File: config.mk
export PLATFORM = sky130hd
export DESIGN_NAME = i2c_master_single_transaction_top
export DESIGN_NICKNAME = d
export VERILOG_FILES = /design/src/hdl/i2cm_pkg.sv /design/src/hdl/i2c_master_single_transaction_top.sv
export SDC_FILE = /design/constraint.sdc
export NUM_CORES = 1
export LEC_CHECK = 0
export BUFFER_PORTS_ARGS = -buffer_cell sky130_fd_sc_hd__buf_2
export CAP_MARGIN = 20
export CORE_MARGIN = 3
export CORE_UTILIZATION = 36
export DETAILED_ROUTE_END_ITERATION = 6
export PLACE_DENSITY = 0.61
export REMOVE_ABC_BUFFERS = 1
export SYNTH_ARGS = -nofsm -noshare
export SYNTH_HDL_FRONTEND = slang
export SYNTH_SLANG_ARGS = --single-unit
File: constraint.sdc
create_clock -name clk -period 2.4 [get_ports clk]
set_clock_uncertainty 0.1 [all_clocks]
set_input_delay 0.24 -clock clk [delete_from_list [all_inputs] [get_ports clk]]
set_output_delay 0.24 -clock clk [all_outputs]
set_load 0.02 [all_outputs]
File: src/hdl/i2cm_pkg.sv
package i2cm_pkg;

  localparam logic [6:0] ADDR_RESET = 7'd77;
  localparam int unsigned APB_ADDR_W = 3;
  localparam int unsigned APB_DATA_W = 32;

  typedef enum logic [1:0] {
    REQ_TICK  = 2'd0,
    REQ_WRITE = 2'd1,
    REQ_READ  = 2'd2,
    REQ_NONE  = 2'd3
  } req_t;

  typedef enum logic [3:0] {
    PH_IDLE     = 4'd0,
    PH_START    = 4'd1,
    PH_ADDR     = 4'd2,
    PH_ADDR_ACK = 4'd3,
    PH_WDATA    = 4'd4,
    PH_WDATA_AK = 4'd5,
    PH_RDATA    = 4'd6,
    PH_RACK     = 4'd7,
    PH_STOP     = 4'd8
  } phase_t;

  localparam logic [1:0] TICK_FIRST  = 2'd0;
  localparam logic [1:0] TICK_SECOND = 2'd1;
  localparam logic [1:0] TICK_THIRD  = 2'd2;
  localparam logic [3:0] BITS_PER_BYTE = 4'd8;

endpackage

File: src/hdl/i2c_master_single_transaction_top.sv
// i2c master, one transaction at a time, 7-bit addressing, driven by ticks
// tick channel (tick_valid/tick_ready): one word per half-period of scl,
//   carrying the sampled sda level and, while idle, a write or read request
// result channel (res_valid/res_ready): one word per accepted tick with the
//   scl/sda drive levels, a received byte strobe, busy, done and success
// apb port: device_address at byte address 0, 7 bits, reset 77
// the result of a tick is registered and is on the result port in the cycle
//   after the tick is accepted
// throughput: one tick per cycle while the receiver takes results; the
//   sequencer state and the result register are updated in the same cycle that a tick is taken
// a tick is taken whenever the result register is empty or being read, so
//   a stalled receiver holds the current result and stalls the tick channel
//   one word deep
// reset: bus idle (sequencer in idle, result register empty), address 77
// a transaction is start (2 ticks), address byte and ack (18 ticks), the
//   data phase (18 ticks per byte), then stop (3 ticks, last is done)
module i2c_master_single_transaction_top
  import i2cm_pkg::*;
(
  input  logic                  clk,
  input  logic                  rst,
  input  logic                  psel,
  input  logic                  penable,
  input  logic                  pwrite,
  input  logic [APB_ADDR_W-1:0] paddr,
  input  logic [APB_DATA_W-1:0] pwdata,
  output logic [APB_DATA_W-1:0] prdata,
  output logic                  pready,
  input  logic                  tick_valid,
  output logic                  tick_ready,
  input  logic [1:0]            req_type,
  input  logic [7:0]            write_data,
  input  logic [7:0]            read_count,
  input  logic                  sda_sample,
  output logic                  res_valid,
  input  logic                  res_ready,
  output logic                  scl_level,
  output logic                  sda_release,
  output logic                  byte_valid,
  output logic [7:0]            read_data,
  output logic                  busy_res,
  output logic                  done_res,
  output logic                  success
);

  logic [6:0] device_address;
  phase_t     phase, phase_next;
  logic [1:0] tick_in_bit, tick_in_bit_next;
  logic [3:0] bit_count, bit_count_next;
  logic [3:0] bit_inc;
  logic [7:0] shift_byte, shift_byte_next;
  logic [7:0] bytes_left, bytes_left_next;
  logic       is_read, is_read_next;
  logic       addr_acked, addr_acked_next;
  logic [7:0] held_write_data, held_write_data_next;

  logic       scl_next, sda_next, bv_next, busy_next, done_next, succ_next;
  logic [7:0] rdata_next;
  logic       take;

  // apb
  assign pready = 1'b1;
  assign prdata = (paddr[2] == 1'b0) ? {{(APB_DATA_W-7){1'b0}}, device_address}
                                     : '0;

  always_ff @(posedge clk) begin
    if (rst) begin
      device_address <= ADDR_RESET;
    end else if (psel && penable && pwrite && pready && (paddr[2] == 1'b0)) begin
      device_address <= pwdata[6:0];
    end
  end

  // handshake
  assign tick_ready = !res_valid || res_ready;
  assign take       = tick_valid && tick_ready;
  assign bit_inc    = bit_count + 4'd1;

  always_comb begin
    phase_next           = phase;
    tick_in_bit_next     = tick_in_bit;
    bit_count_next       = bit_count;
    shift_byte_next      = shift_byte;
    bytes_left_next      = bytes_left;
    is_read_next         = is_read;
    addr_acked_next      = addr_acked;
    held_write_data_next = held_write_data;
    scl_next   = 1'b1;
    sda_next   = 1'b1;
    bv_next    = 1'b0;
    rdata_next = 8'd0;
    busy_next  = 1'b1;
    done_next  = 1'b0;
    succ_next  = 1'b0;

    if (phase == PH_IDLE && (req_type == REQ_WRITE || req_type == REQ_READ)) begin
      is_read_next         = (req_type == REQ_READ);
      held_write_data_next = write_data;
      bytes_left_next      = read_count;
      addr_acked_next      = 1'b0;
      shift_byte_next      = {device_address, req_type == REQ_READ};
      bit_count_next       = 4'd0;
      tick_in_bit_next     = TICK_FIRST;
      phase_next           = PH_START;
    end

    unique case (phase_next)
      PH_IDLE: begin
        busy_next = 1'b0;
      end
      PH_START: begin
        if (tick_in_bit_next == TICK_FIRST) begin
          tick_in_bit_next = TICK_SECOND;
        end else begin
          sda_next         = 1'b0;
          tick_in_bit_next = TICK_FIRST;
          bit_count_next   = 4'd0;
          phase_next       = PH_ADDR;
        end
      end
      PH_ADDR, PH_WDATA: begin
        sda_next = shift_byte[7];
        if (tick_in_bit == TICK_FIRST) begin
          scl_next         = 1'b0;
          tick_in_bit_next = TICK_SECOND;
        end else begin
          shift_byte_next  = {shift_byte[6:0], 1'b0};
          bit_count_next   = bit_inc;
          tick_in_bit_next = TICK_FIRST;
          if (bit_inc >= BITS_PER_BYTE) begin
            bit_count_next = 4'd0;
            phase_next     = (phase == PH_ADDR) ? PH_ADDR_ACK : PH_WDATA_AK;
          end
        end
      end
      PH_ADDR_ACK, PH_WDATA_AK: begin
        if (tick_in_bit == TICK_FIRST) begin
          scl_next         = 1'b0;
          tick_in_bit_next = TICK_SECOND;
        end else begin
          tick_in_bit_next = TICK_FIRST;
          if (phase == PH_WDATA_AK) begin
            phase_next = PH_STOP;
          end else begin
            addr_acked_next = !sda_sample;
            if (sda_sample) begin
              phase_next = PH_STOP;
            end else if (is_read) begin
              shift_byte_next = 8'd0;
              phase_next      = (bytes_left == 8'd0) ? PH_STOP : PH_RDATA;
            end else begin
              shift_byte_next = held_write_data;
              phase_next      = PH_WDATA;
            end
          end
        end
      end
      PH_RDATA: begin
        if (tick_in_bit == TICK_FIRST) begin
          scl_next         = 1'b0;
          tick_in_bit_next = TICK_SECOND;
        end else begin
          shift_byte_next  = {shift_byte[6:0], sda_sample};
          bit_count_next   = bit_inc;
          tick_in_bit_next = TICK_FIRST;
          if (bit_inc >= BITS_PER_BYTE) begin
            bit_count_next  = 4'd0;
            bytes_left_next = bytes_left - 8'd1;
            phase_next      = PH_RACK;
          end
        end
      end
      PH_RACK: begin
        sda_next = (bytes_left == 8'd0);
        if (tick_in_bit == TICK_FIRST) begin
          scl_next         = 1'b0;
          tick_in_bit_next = TICK_SECOND;
        end else begin
          bv_next          = 1'b1;
          rdata_next       = shift_byte;
          shift_byte_next  = 8'd0;
          tick_in_bit_next = TICK_FIRST;
          phase_next       = (bytes_left == 8'd0) ? PH_STOP : PH_RDATA;
        end
      end
      PH_STOP: begin
        if (tick_in_bit == TICK_FIRST) begin
          scl_next         = 1'b0;
          sda_next         = 1'b0;
          tick_in_bit_next = TICK_SECOND;
        end else if (tick_in_bit == TICK_SECOND) begin
          sda_next         = 1'b0;
          tick_in_bit_next = TICK_THIRD;
        end else begin
          busy_next        = 1'b0;
          done_next        = 1'b1;
          succ_next        = addr_acked;
          tick_in_bit_next = TICK_FIRST;
          phase_next       = PH_IDLE;
        end
      end
      default: begin
        busy_next        = 1'b0;
        tick_in_bit_next = TICK_FIRST;
        bit_count_next   = 4'd0;
        phase_next       = PH_IDLE;
      end
    endcase
  end

  // sequencer state
  always_ff @(posedge clk) begin
    if (rst) begin
      phase           <= PH_IDLE;
      tick_in_bit     <= TICK_FIRST;
      bit_count       <= 4'd0;
      shift_byte      <= 8'd0;
      bytes_left      <= 8'd0;
      is_read         <= 1'b0;
      addr_acked      <= 1'b0;
      held_write_data <= 8'd0;
    end else if (take) begin
      phase           <= phase_next;
      tick_in_bit     <= tick_in_bit_next;
      bit_count       <= bit_count_next;
      shift_byte      <= shift_byte_next;
      bytes_left      <= bytes_left_next;
      is_read         <= is_read_next;
      addr_acked      <= addr_acked_next;
      held_write_data <= held_write_data_next;
    end
  end

  // result register
  always_ff @(posedge clk) begin
    if (rst) begin
      res_valid <= 1'b0;
    end else if (take) begin
      res_valid <= 1'b1;
    end else if (res_ready) begin
      res_valid <= 1'b0;
    end
  end

  always_ff @(posedge clk) begin
    if (take) begin
      scl_level   <= scl_next;
      sda_release <= sda_next;
      byte_valid  <= bv_next;
      read_data   <= rdata_next;
      busy_res    <= busy_next;
      done_res    <= done_next;
      success     <= succ_next;
    end
  end

`ifndef SYNTHESIS
  a_done_not_busy: assert property (@(posedge clk) disable iff (rst)
    res_valid && done_res |-> !busy_res && !byte_valid)
    else $error("done word still busy or carrying a byte");

  a_success_only_done: assert property (@(posedge clk) disable iff (rst)
    res_valid && success |-> done_res)
    else $error("success without done");

  a_byte_in_transaction: assert property (@(posedge clk) disable iff (rst)
    res_valid && byte_valid |-> busy_res && scl_level)
    else $error("received byte outside a transaction or on scl low");

  a_idle_tick_clear: assert property (@(posedge clk) disable iff (rst)
    phase == PH_IDLE |-> tick_in_bit == TICK_FIRST)
    else $error("idle with a half-finished bit");

  a_idle_bus_free: assert property (@(posedge clk) disable iff (rst)
    take && phase == PH_IDLE && phase_next == PH_IDLE |=> scl_level && sda_release)
    else $error("bus not released while idle");
`endif

endmodule

==> After elaboration in Yosys (flattened, before gate mapping) <==
Cells that the tools add are included.
W data, S select, Z words.
{ "totals": {"reg_bits": 58, "latch_bits": 0, "ram_bits": 0, "rom_bits": 0, "input_bits": 61, "out_inout_bits": 49, "word_cells": 116, "memories": 0} }
{ "classes": {"add_sub_neg": 2, "mul": 0, "div_mod_pow": 0, "n_lt_le_gt_ge": 1, "eq_ne": 13, "shifts": 0, "mux": 55, "bitwise_logic": 3, "n_reduce_logical": 25} }
{ "op_table": {"columns": ["cell", "n"], "rows": [
  ["$mux W8", 12],
  ["$mux W4", 18],
  ["$pmux W8 S4", 1],
  ["$pmux W4 S7", 1],
  ["$eq A4 B3 Y1 const B", 5],
  ["$mux W1", 14],
  ["$reduce_or A7 Y1", 2],
  ["$eq A4 B2 Y1 const B", 3],
  ["$pmux W4 S3", 1],
  ["$logic_not A4 Y1", 2],
  ["$logic_not A8 Y1", 1],
  ["$pmux W2 S4", 1],
  ["$sub A8 B1 Y8 const B", 1],
  ["$mux W7", 1],
  ["$mux W2", 3],
  ["$reduce_or A2 Y1", 3],
  ["$reduce_or A3 Y1", 2],
  ["$reduce_or A6 Y1", 1],
  ["$logic_and A1 B1 Y1", 5],
  ["$reduce_or A5 Y1", 1],
  ["$add A4 B1 Y4 const B", 1],
  ["$eq A2 B1 Y1 const B", 2],
  ["$eq A4 B1 Y1 const B", 1],
  ["$eq A4 B4 Y1 const B", 1],
  ["other kinds (11)", 16]
]} }

==> Longest topological paths before layout <==
Gate-level depths: netlist (run 1).
{ "depth": {"ltp_word": 8, "mapped_depth": 8, "depth_no_buf": 7} }

==> Worst setup path after synthesis (run 1) <==
OpenSTA, ideal clock, no wires.
{ "synth_timing": {"path_type": "register -> register", "from": "reg phase[1]", "to": "reg shift_byte[5]", "setup_time_ps": 134, "t_arrival_ps": 1944, "required_time_ps": 2166, "slack_ps": 223, "stages_incl_launch_ff": 8, "n_path_buf": 2, "period_less_slack_ps": 2177, "cell_sequence": "dfxtp_1 buf_6 or4_4 nor2_4 buf_6 mux2_1 a221oi_1 o32ai_2"} }
{ "synth_between": {"elab_chain_len": 7, "elab_cells_between_ends": 20, "classes_between": "7 x eq/ne; 9 x mux; 4 x reduce/logical"} }
{ "synth_rtl": {"columns": ["item", "line_no", "rtl"], "rows": [
  ["start: declaration", "i2c_master_single_transaction_top.sv:47", "phase_t phase, phase_next;"],
  ["start signal: assignment", "i2c_master_single_transaction_top.sv:223", "phase <= phase_next;"],
  ["$logic_not A4 Y1", "i2c_master_single_transaction_top.sv:96", "if (phase == PH_IDLE && (req_type == REQ_WRITE || req_type == REQ_READ)) begin"],
  ["$logic_and A1 B1 Y1", "i2c_master_single_transaction_top.sv:96", null],
  ["$mux W8", "i2c_master_single_transaction_top.sv:96", null],
  ["$mux W8", "i2c_master_single_transaction_top.sv:146", "if (sda_sample) begin"],
  ["$mux W8", "i2c_master_single_transaction_top.sv:142", "if (phase == PH_WDATA_AK) begin"],
  ["$mux W8", "i2c_master_single_transaction_top.sv:137", "if (tick_in_bit == TICK_FIRST) begin"],
  ["$pmux W8 S4 (*)", "i2c_master_single_transaction_top.sv:107", "unique case (phase_next)"],
  ["end signal: assignment", "i2c_master_single_transaction_top.sv:226", "shift_byte <= shift_byte_next;"],
  ["end: declaration", "i2c_master_single_transaction_top.sv:51", "logic [7:0] shift_byte, shift_byte_next;"]
]} }
Mark *: on every way between the ends. The rest lies on a longest branch, timed or not.
A chain may end at the register's enable or synchronous reset.

==> Worst setup path after layout (run 1) <==
{ "layout_timing": {"from": "reg bytes_left[0]", "to": "reg phase[3]"} }
{ "layout_between": {"elab_chain_len": 7, "elab_cells_between_ends": 8, "classes_between": "7 x mux; 1 x reduce/logical"} }
{ "layout_rtl": {"columns": ["item", "line_no", "rtl"], "rows": [
  ["start: declaration", "i2c_master_single_transaction_top.sv:52", "logic [7:0] bytes_left, bytes_left_next;"],
  ["start signal: assignment", "i2c_master_single_transaction_top.sv:227", "bytes_left <= bytes_left_next;"],
  ["$logic_not A8 Y1 (*)", "i2c_master_single_transaction_top.sv:150, i2c_master_single_transaction_top.sv:183", null],
  ["$mux W4 (*)", "i2c_master_single_transaction_top.sv:150, i2c_master_single_transaction_top.sv:183", null],
  ["$mux W4", "i2c_master_single_transaction_top.sv:148", "end else if (is_read) begin"],
  ["$mux W4", "i2c_master_single_transaction_top.sv:146", null],
  ["$mux W4", "i2c_master_single_transaction_top.sv:142", null],
  ["$mux W4", "i2c_master_single_transaction_top.sv:137", null],
  ["$pmux W4 S7 (*)", "i2c_master_single_transaction_top.sv:107", null]
]} }
Marks and branches as above.

==> flow_summary.json, run 1 <==
{
  "status": "finished clean",
  "htreeDepth": 3,
  "combPwrFrac_pct": 17.9,
  "multi_input_area_um2": 1780,
  "crit_slowest_cell": "or4b_1",
  "ys_warn_count": 0,
  "grt_pass1_wl_mm": 13.8,
  "relSlewSlack_pct": 63.8,
  "grt_max_degree": 44,
  "syn_to_final_growth_pct": 17.0,
  "seqPwrFrac_pct": 42.5,
  "criticalPathCategory": "register to register",
  "viasPerCell": 5.41,
  "powerDensity_nw_per_um2": 652,
  "clk_pin_slew_ns": 0.07,
  "core_um2": 8890,
  "grt_pass1_vias": 2760,
  "wirelength_mm": 8.86,
  "ys_ff_latch": 58,
  "p_sw_uw": 744,
  "antenna_cells": 0,
  "postCtsResizedCells": 0,
  "vdd_drop_max_v": 0.000215,
  "critPathMaxFanout": 6,
  "worst-endpoint-required_ns": 2.57,
  "synth-edff-count": 14,
  "fin_ws_ns": 0.217,
  "fp.dieW_um": 103,
  "finalMaxSlewViolations": 0,
  "cp_cell_sequence": "inv_1 > ha_1 > or4b_1 > nor4_2 > buf_4 > a211o_1 > a222oi_1 > nor3_1",
  "crit_path_start_kind": "register",
  "hpwl_mm": 6.38,
  "grt.total_usage_pct": 16.9,
  "worstMarginPinSlew_ns": 0.539,
  "p_clk_share_pct": 39.6,
  "n_fill_cell": 898,
  "grt_overflow": 0,
  "route.detailed.drc": 0,
  "io_buffers": 56,
  "rsz0062_at_grt": "false",
  "ff2ff_setup_slack_ns": 0.22,
  "period_share_pct": 90.9,
  "synthCells": 386,
  "syn_area_um2": 3360,
  "placementRows": 34,
  "start_util_pct": 37.8,
  "synth_area_per_cell_um2": 8.71,
  "hp-class": "input pin to register",
  "finalHoldViolCount": 0,
  "swShare_pct": 29.0,
  "p_leak_uw": 0.00159,
  "maxCapViolCount": 0,
  "slowest_delay_ns": 0.54,
  "yosysUniqueCellTypes": 68,
  "yosysTopAreaCellShare_pct": 26.2,
  "yosysSeqAreaShare_pct": 38.7,
  "drt_pre_antenna_iters": 6,
  "final_cell_mix": "56 x buf_2, 44 x dfxtp_1, 35 x nand2_1, 28 x nor2_1, 27 x a21oi_1",
  "final_common_cell": "buf_2",
  "dieHeight_um": 103,
  "cts-root-buf": "clkbuf_8",
  "clk_latency_ns": 0.35,
  "wl_per_cell_um": 15.8,
  "layout_min_cycle_time_ns": 2.18,
  "numCtsBuffers": 9,
  "cts_tree": "yes",
  "antenna_found_initial": 0,
  "fin_tns_setup_ns": 0,
  "clockBufferDepth": 2,
  "end_kind": "register",
  "utilization_pct": 44.2,
  "synth_area_leaders": "dfxtp_1 26%, edfxtp_1 13%, buf_4 5.8%",
  "die_area_um2": 10500,
  "postCtsSetupRepairBufs": 0,
  "regArea_um2": 1300,
  "ctsHoldBuffers": 0,
  "ys.flop_type": "dfxtp_1",
  "drive_gt1_share_pct": 24.1,
  "internal-power_uw": 1820,
  "pin_count": 110,
  "fmax_mhz": 458,
  "fin_nets": 512,
  "postRouteAntennaNets": 0,
  "synth.largest_area_cell": "dfxtp_1",
  "cts_sinks": 58,
  "place_congestion": 0.856,
  "dpl_worst_slack_ns": 0.250,
  "num_vias": 3035,
  "setup_violations": 0,
  "worstPathArrival_ns": 2.35,
  "drtIter0Drc": 282,
  "async_reset_ff_share_pct": 0
}
worst max-delay path: cells and delay by family, from the launching register on:
kind	cells	cell delay, ns
compound gates	2	0.25
fa+ha+maj	1	0.21
buf+inv	2	0.30
flops	1	0.34
simple gates	3	0.90
cells in the mapped netlist, drive strengths merged (3+ instances only):
master	count
ha	3
a211o	5
or2	3
clkbuf	12
a21oi	27
dfxtp	44
or3	5
mux2	6
o32ai	4
nor2b	11
a31oi	10
o22ai	4
and2	12
a22o	5
nor2	30
nand2	35
a22oi	5
inv	14
edfxtp	14
o21bai	3
a311oi	3
nand2b	5
nand3	8
a2111oi	3
a221oi	3
nor4	6
nor3	17
buf	38
mux2i	6
o21ai	10
nand3b	3
and3	3
routing by layer:
layer  up-vias  global-route usage (%)  part of all wire (%)
li1       1473                       -                     -
met1      1409                    23.2                    45
met2       140                    25.5                    45
met3        13                    3.52                   8.2
met4         0                    7.47                   1.9
met5         -                       0                     0
kinds of logic (layout without fill, tap and decap cells):
group | count (synthesis) | count (layout) | synth area share [%]
other | 2 | 26 | 0.223
AND/OR/NAND/NOR | 148 | 148 | 24.1
buffers and inverters | 64 | 107 | 10.9
AO/OA/AOI/OAI | 96 | 96 | 20.3
flip-flops | 58 | 58 | 38.7
multiplexers | 12 | 12 | 3.80
adder cells (fa/ha/maj) | 3 | 3 | 1.12
XOR/XNOR | 3 | 3 | 0.782
power by group through the flow:
| stage | logic [uW] | registers [uW] | clock network (uW) |
|---|---|---|---|
| after floorplan | 277 | 1120 | 0 |
| after global placement | 448 | 1110 | 0 |
| after detailed placement | 453 | 1110 | 0 |
| after CTS | 456 | 1090 | 1030 |
| after global routing | 501 | 1090 | 1070 |
| final | 460 | 1090 | 1010 |
state kept, by name, indices dropped and copies added (netlist names):
name / flops
bit_count: 4
scl_level: 1
bytes_left: 8
res_valid: 1
tick_in_bit: 2
success: 1
done_res: 1
read_data: 8
sda_release: 1
is_read: 1
phase: 4
held_write_data: 8
shift_byte: 8
addr_acked: 1
busy_res: 1
device_address: 7
byte_valid: 1
layout make-up:
class                      count  area share [%]
clock buffer                  13            4.58
clock inverter                 3            1.11
inverter                      14            1.34
multi-input combinational    288            45.3
sequential                    58            33.1
tap                          108            3.44
timing repair buffer          77            11.1
through the flow:
| step | total power, uW | instance area, um2 | instances | hold WS, ns |
|---|---|---|---|---|
| floorplan | 1400 | 3140 | 360 | 0.209 |
| detailed placement | 1560 | 3710 | 545 | 0.351 |
| CTS | 2570 | 3930 | 561 | 0.0168 |
| global route | 2660 | 3930 | 561 | 0.0298 |
| finish | 2560 | 3930 | 561 | 0.0182 |
| global placement | 1560 | 3710 | 545 | 0.342 |
worst paths after layout:
| path | startpoint | end | cells after the start |
|---|---|---|---|
| worst max register to register | bytes_left[0] | phase[3] | 8 |
| worst min register to register | held_write_data[4] | shift_byte[4] | 2 |
| worst min-delay path | write_data[2] | held_write_data[2] | 3 |
| worst max-delay path | bytes_left[0] | phase[3] | 8 |
Note: power is estimated with default switching activity, not from simulation.
==> run 2, diff against run 1 <==
--- a/config.mk
+++ b/config.mk
@@ -10,8 +10,10 @@
 export CORE_MARGIN = 3
 export CORE_UTILIZATION = 36
 export DETAILED_ROUTE_END_ITERATION = 6
+export HOLD_SLACK_MARGIN = 0.05
 export PLACE_DENSITY = 0.61
 export REMOVE_ABC_BUFFERS = 1
+export SETUP_SLACK_MARGIN = 0.2
 export SYNTH_ARGS = -nofsm -noshare
 export SYNTH_HDL_FRONTEND = slang
 export SYNTH_SLANG_ARGS = --single-unit
==> flow_summary.json, run 2 (synthesis results as in run 1) <==
{
  "p_leak_uw": 0.00166,
  "grt_pass1_wl_mm": 13.9,
  "pin_count": 110,
  "fmax_mhz": 469,
  "route.detailed.drc": 0,
  "status": "finished clean",
  "place_congestion": 0.856,
  "grt.total_usage_pct": 17.0,
  "relSlewSlack_pct": 64.4,
  "numCtsBuffers": 9,
  "internal-power_uw": 1840,
  "hpwl_mm": 6.38,
  "p_clk_share_pct": 39.3,
  "grt_max_degree": 44,
  "swShare_pct": 29.1,
  "worstPathArrival_ns": 2.30,
  "clockBufferDepth": 2,
  "fin_cells": 576,
  "wirelength_mm": 8.95,
  "cts-root-buf": "clkbuf_8",
  "setup_violations": 0,
  "min_from": "read_count[5]",
  "criticalPathCategory": "register to register",
  "layout_min_cycle_time_ns": 2.13,
  "die_area_um2": 10500,
  "num_vias": 3113,
  "hp-class": "input pin to register",
  "combPwrFrac_pct": 18.9,
  "drt_pre_antenna_iters": 5,
  "io_buffers": 56,
  "dieHeight_um": 103,
  "core_um2": 8890,
  "seqPwrFrac_pct": 41.9,
  "powerDensity_nw_per_um2": 636,
  "drive_gt1_share_pct": 24.4,
  "grt_overflow": 0,
  "worstMarginPinSlew_ns": 0.529,
  "placementRows": 34,
  "rsz0062_at_grt": "false",
  "start_util_pct": 37.8,
  "clk_pin_slew_ns": 0.07,
  "clk_latency_ns": 0.35,
  "maxCapViolCount": 0,
  "finalMaxSlewViolations": 0,
  "fin_tns_setup_ns": 0,
  "critPathMaxFanout": 6,
  "wl_per_cell_um": 15.5,
  "antenna_found_initial": 0,
  "crit_path_start_kind": "register",
  "finalHoldViolCount": 0,
  "p_sw_uw": 756,
  "postRouteAntennaNets": 0,
  "fp.dieW_um": 103,
  "cts_sinks": 58,
  "worst-endpoint-required_ns": 2.57,
  "crit_path_start": "bytes_left[0]",
  "viasPerCell": 5.40,
  "htreeDepth": 3,
  "end_kind": "register",
  "worstReg2RegStart": "bytes_left[0]",
  "cts_tree": "yes",
  "fin_nets": 527,
  "grt_pass1_vias": 2797,
  "vdd_drop_max_v": 0.000219,
  "syn_to_final_growth_pct": 21.6,
  "final_cell_mix": "56 x buf_2, 44 x dfxtp_1, 35 x nand2_1, 28 x nor2_1, 27 x a21oi_1",
  "antenna_cells": 0,
  "dp_cells": 545,
  "drtIter0Drc": 246,
  "final_common_cell": "buf_2",
  "period_share_pct": 88.8
}
==> run 2: cell count changes in the layout (fill, tap and decap cells not counted) <==
cell,previous run,this run
or4b_4,0,1
dlygate4sd3_1,0,12
or4b_1,1,0
buf_4,21,24
a221oi_2,0,1
a221oi_1,3,2
==> run 2: per-layer routing <==
layer  share of wire, %  vias to the layer above  GRT usage, %
met3                6.4                       12          3.52
met4                1.4                        0          7.47
li1                   -                     1502             -
met2                 46                      135          26.1
met1                 46                     1464          23.1
met5                  0                        -             0
==> run 2: path summary, 6_finish.rpt <==
path / end / slack, ns / cells after the start
worst max-delay path: phase[3] / 0.27 / 8
worst min-delay path: bytes_left[5] / 0.07 / 3
worst max register to register: phase[3] / 0.27 / 8
worst min register to register: shift_byte[4] / 0.36 / 2
==> run 2: what timing repair did <==
item | 4_1_cts | 5_1_grt
resized for setup | 0 | 2
endpoints found under the hold margin | 12 | 0
setup endpoints to repair | 0 | 2
setup buffers | 0 | 3
hold buffers | 12 | 0
==> run 2: layout make-up <==
class | instances | area (um2)
tap | 108 | 135
sequential | 58 | 1300
timing repair buffer | 92 | 581
inverter | 14 | 52.6
multi-input combinational | 288 | 1790
clock inverter | 3 | 43.8
fill | 883 | 4810
clock buffer | 13 | 180
==> run 2: through the flow <==
| stage | hold slack (ns) | setup slack [ns] | total power (uW) | area, um2 | util [%] |
|---|---|---|---|---|---|
| after floorplan | 0.209 | -0.300 | 1400 | 3140 | - |
| after global placement | 0.342 | 0.293 | 1560 | 3710 | 41.7 |
| after detailed placement | 0.351 | 0.250 | 1560 | 3710 | 41.7 |
| after CTS | 0.0647 | 0.244 | 2590 | 4050 | 45.6 |
| after global routing | 0.0895 | 0.204 | 2690 | 4090 | 45.9 |
| final | 0.0701 | 0.269 | 2600 | 4090 | 45.9 |
==> run 2: power groups by stage <==
stage / registers [uW] / clock network [uW] / logic, uW
floorplan: 1120 / 0 / 277
global placement: 1110 / 0 / 448
detailed placement: 1110 / 0 / 453
CTS: 1090 / 1030 / 470
global route: 1090 / 1070 / 530
finish: 1090 / 1020 / 490
==> run 2: worst max-delay path: stages, from the launching register on <==
cell,delay [ns]
dfxtp_1,0.34
inv_1,0.09
ha_1,0.21
or4b_4,0.51
nor4_2,0.17
buf_4,0.20
a211o_1,0.16
a222oi_1,0.09
nor3_1,0.17
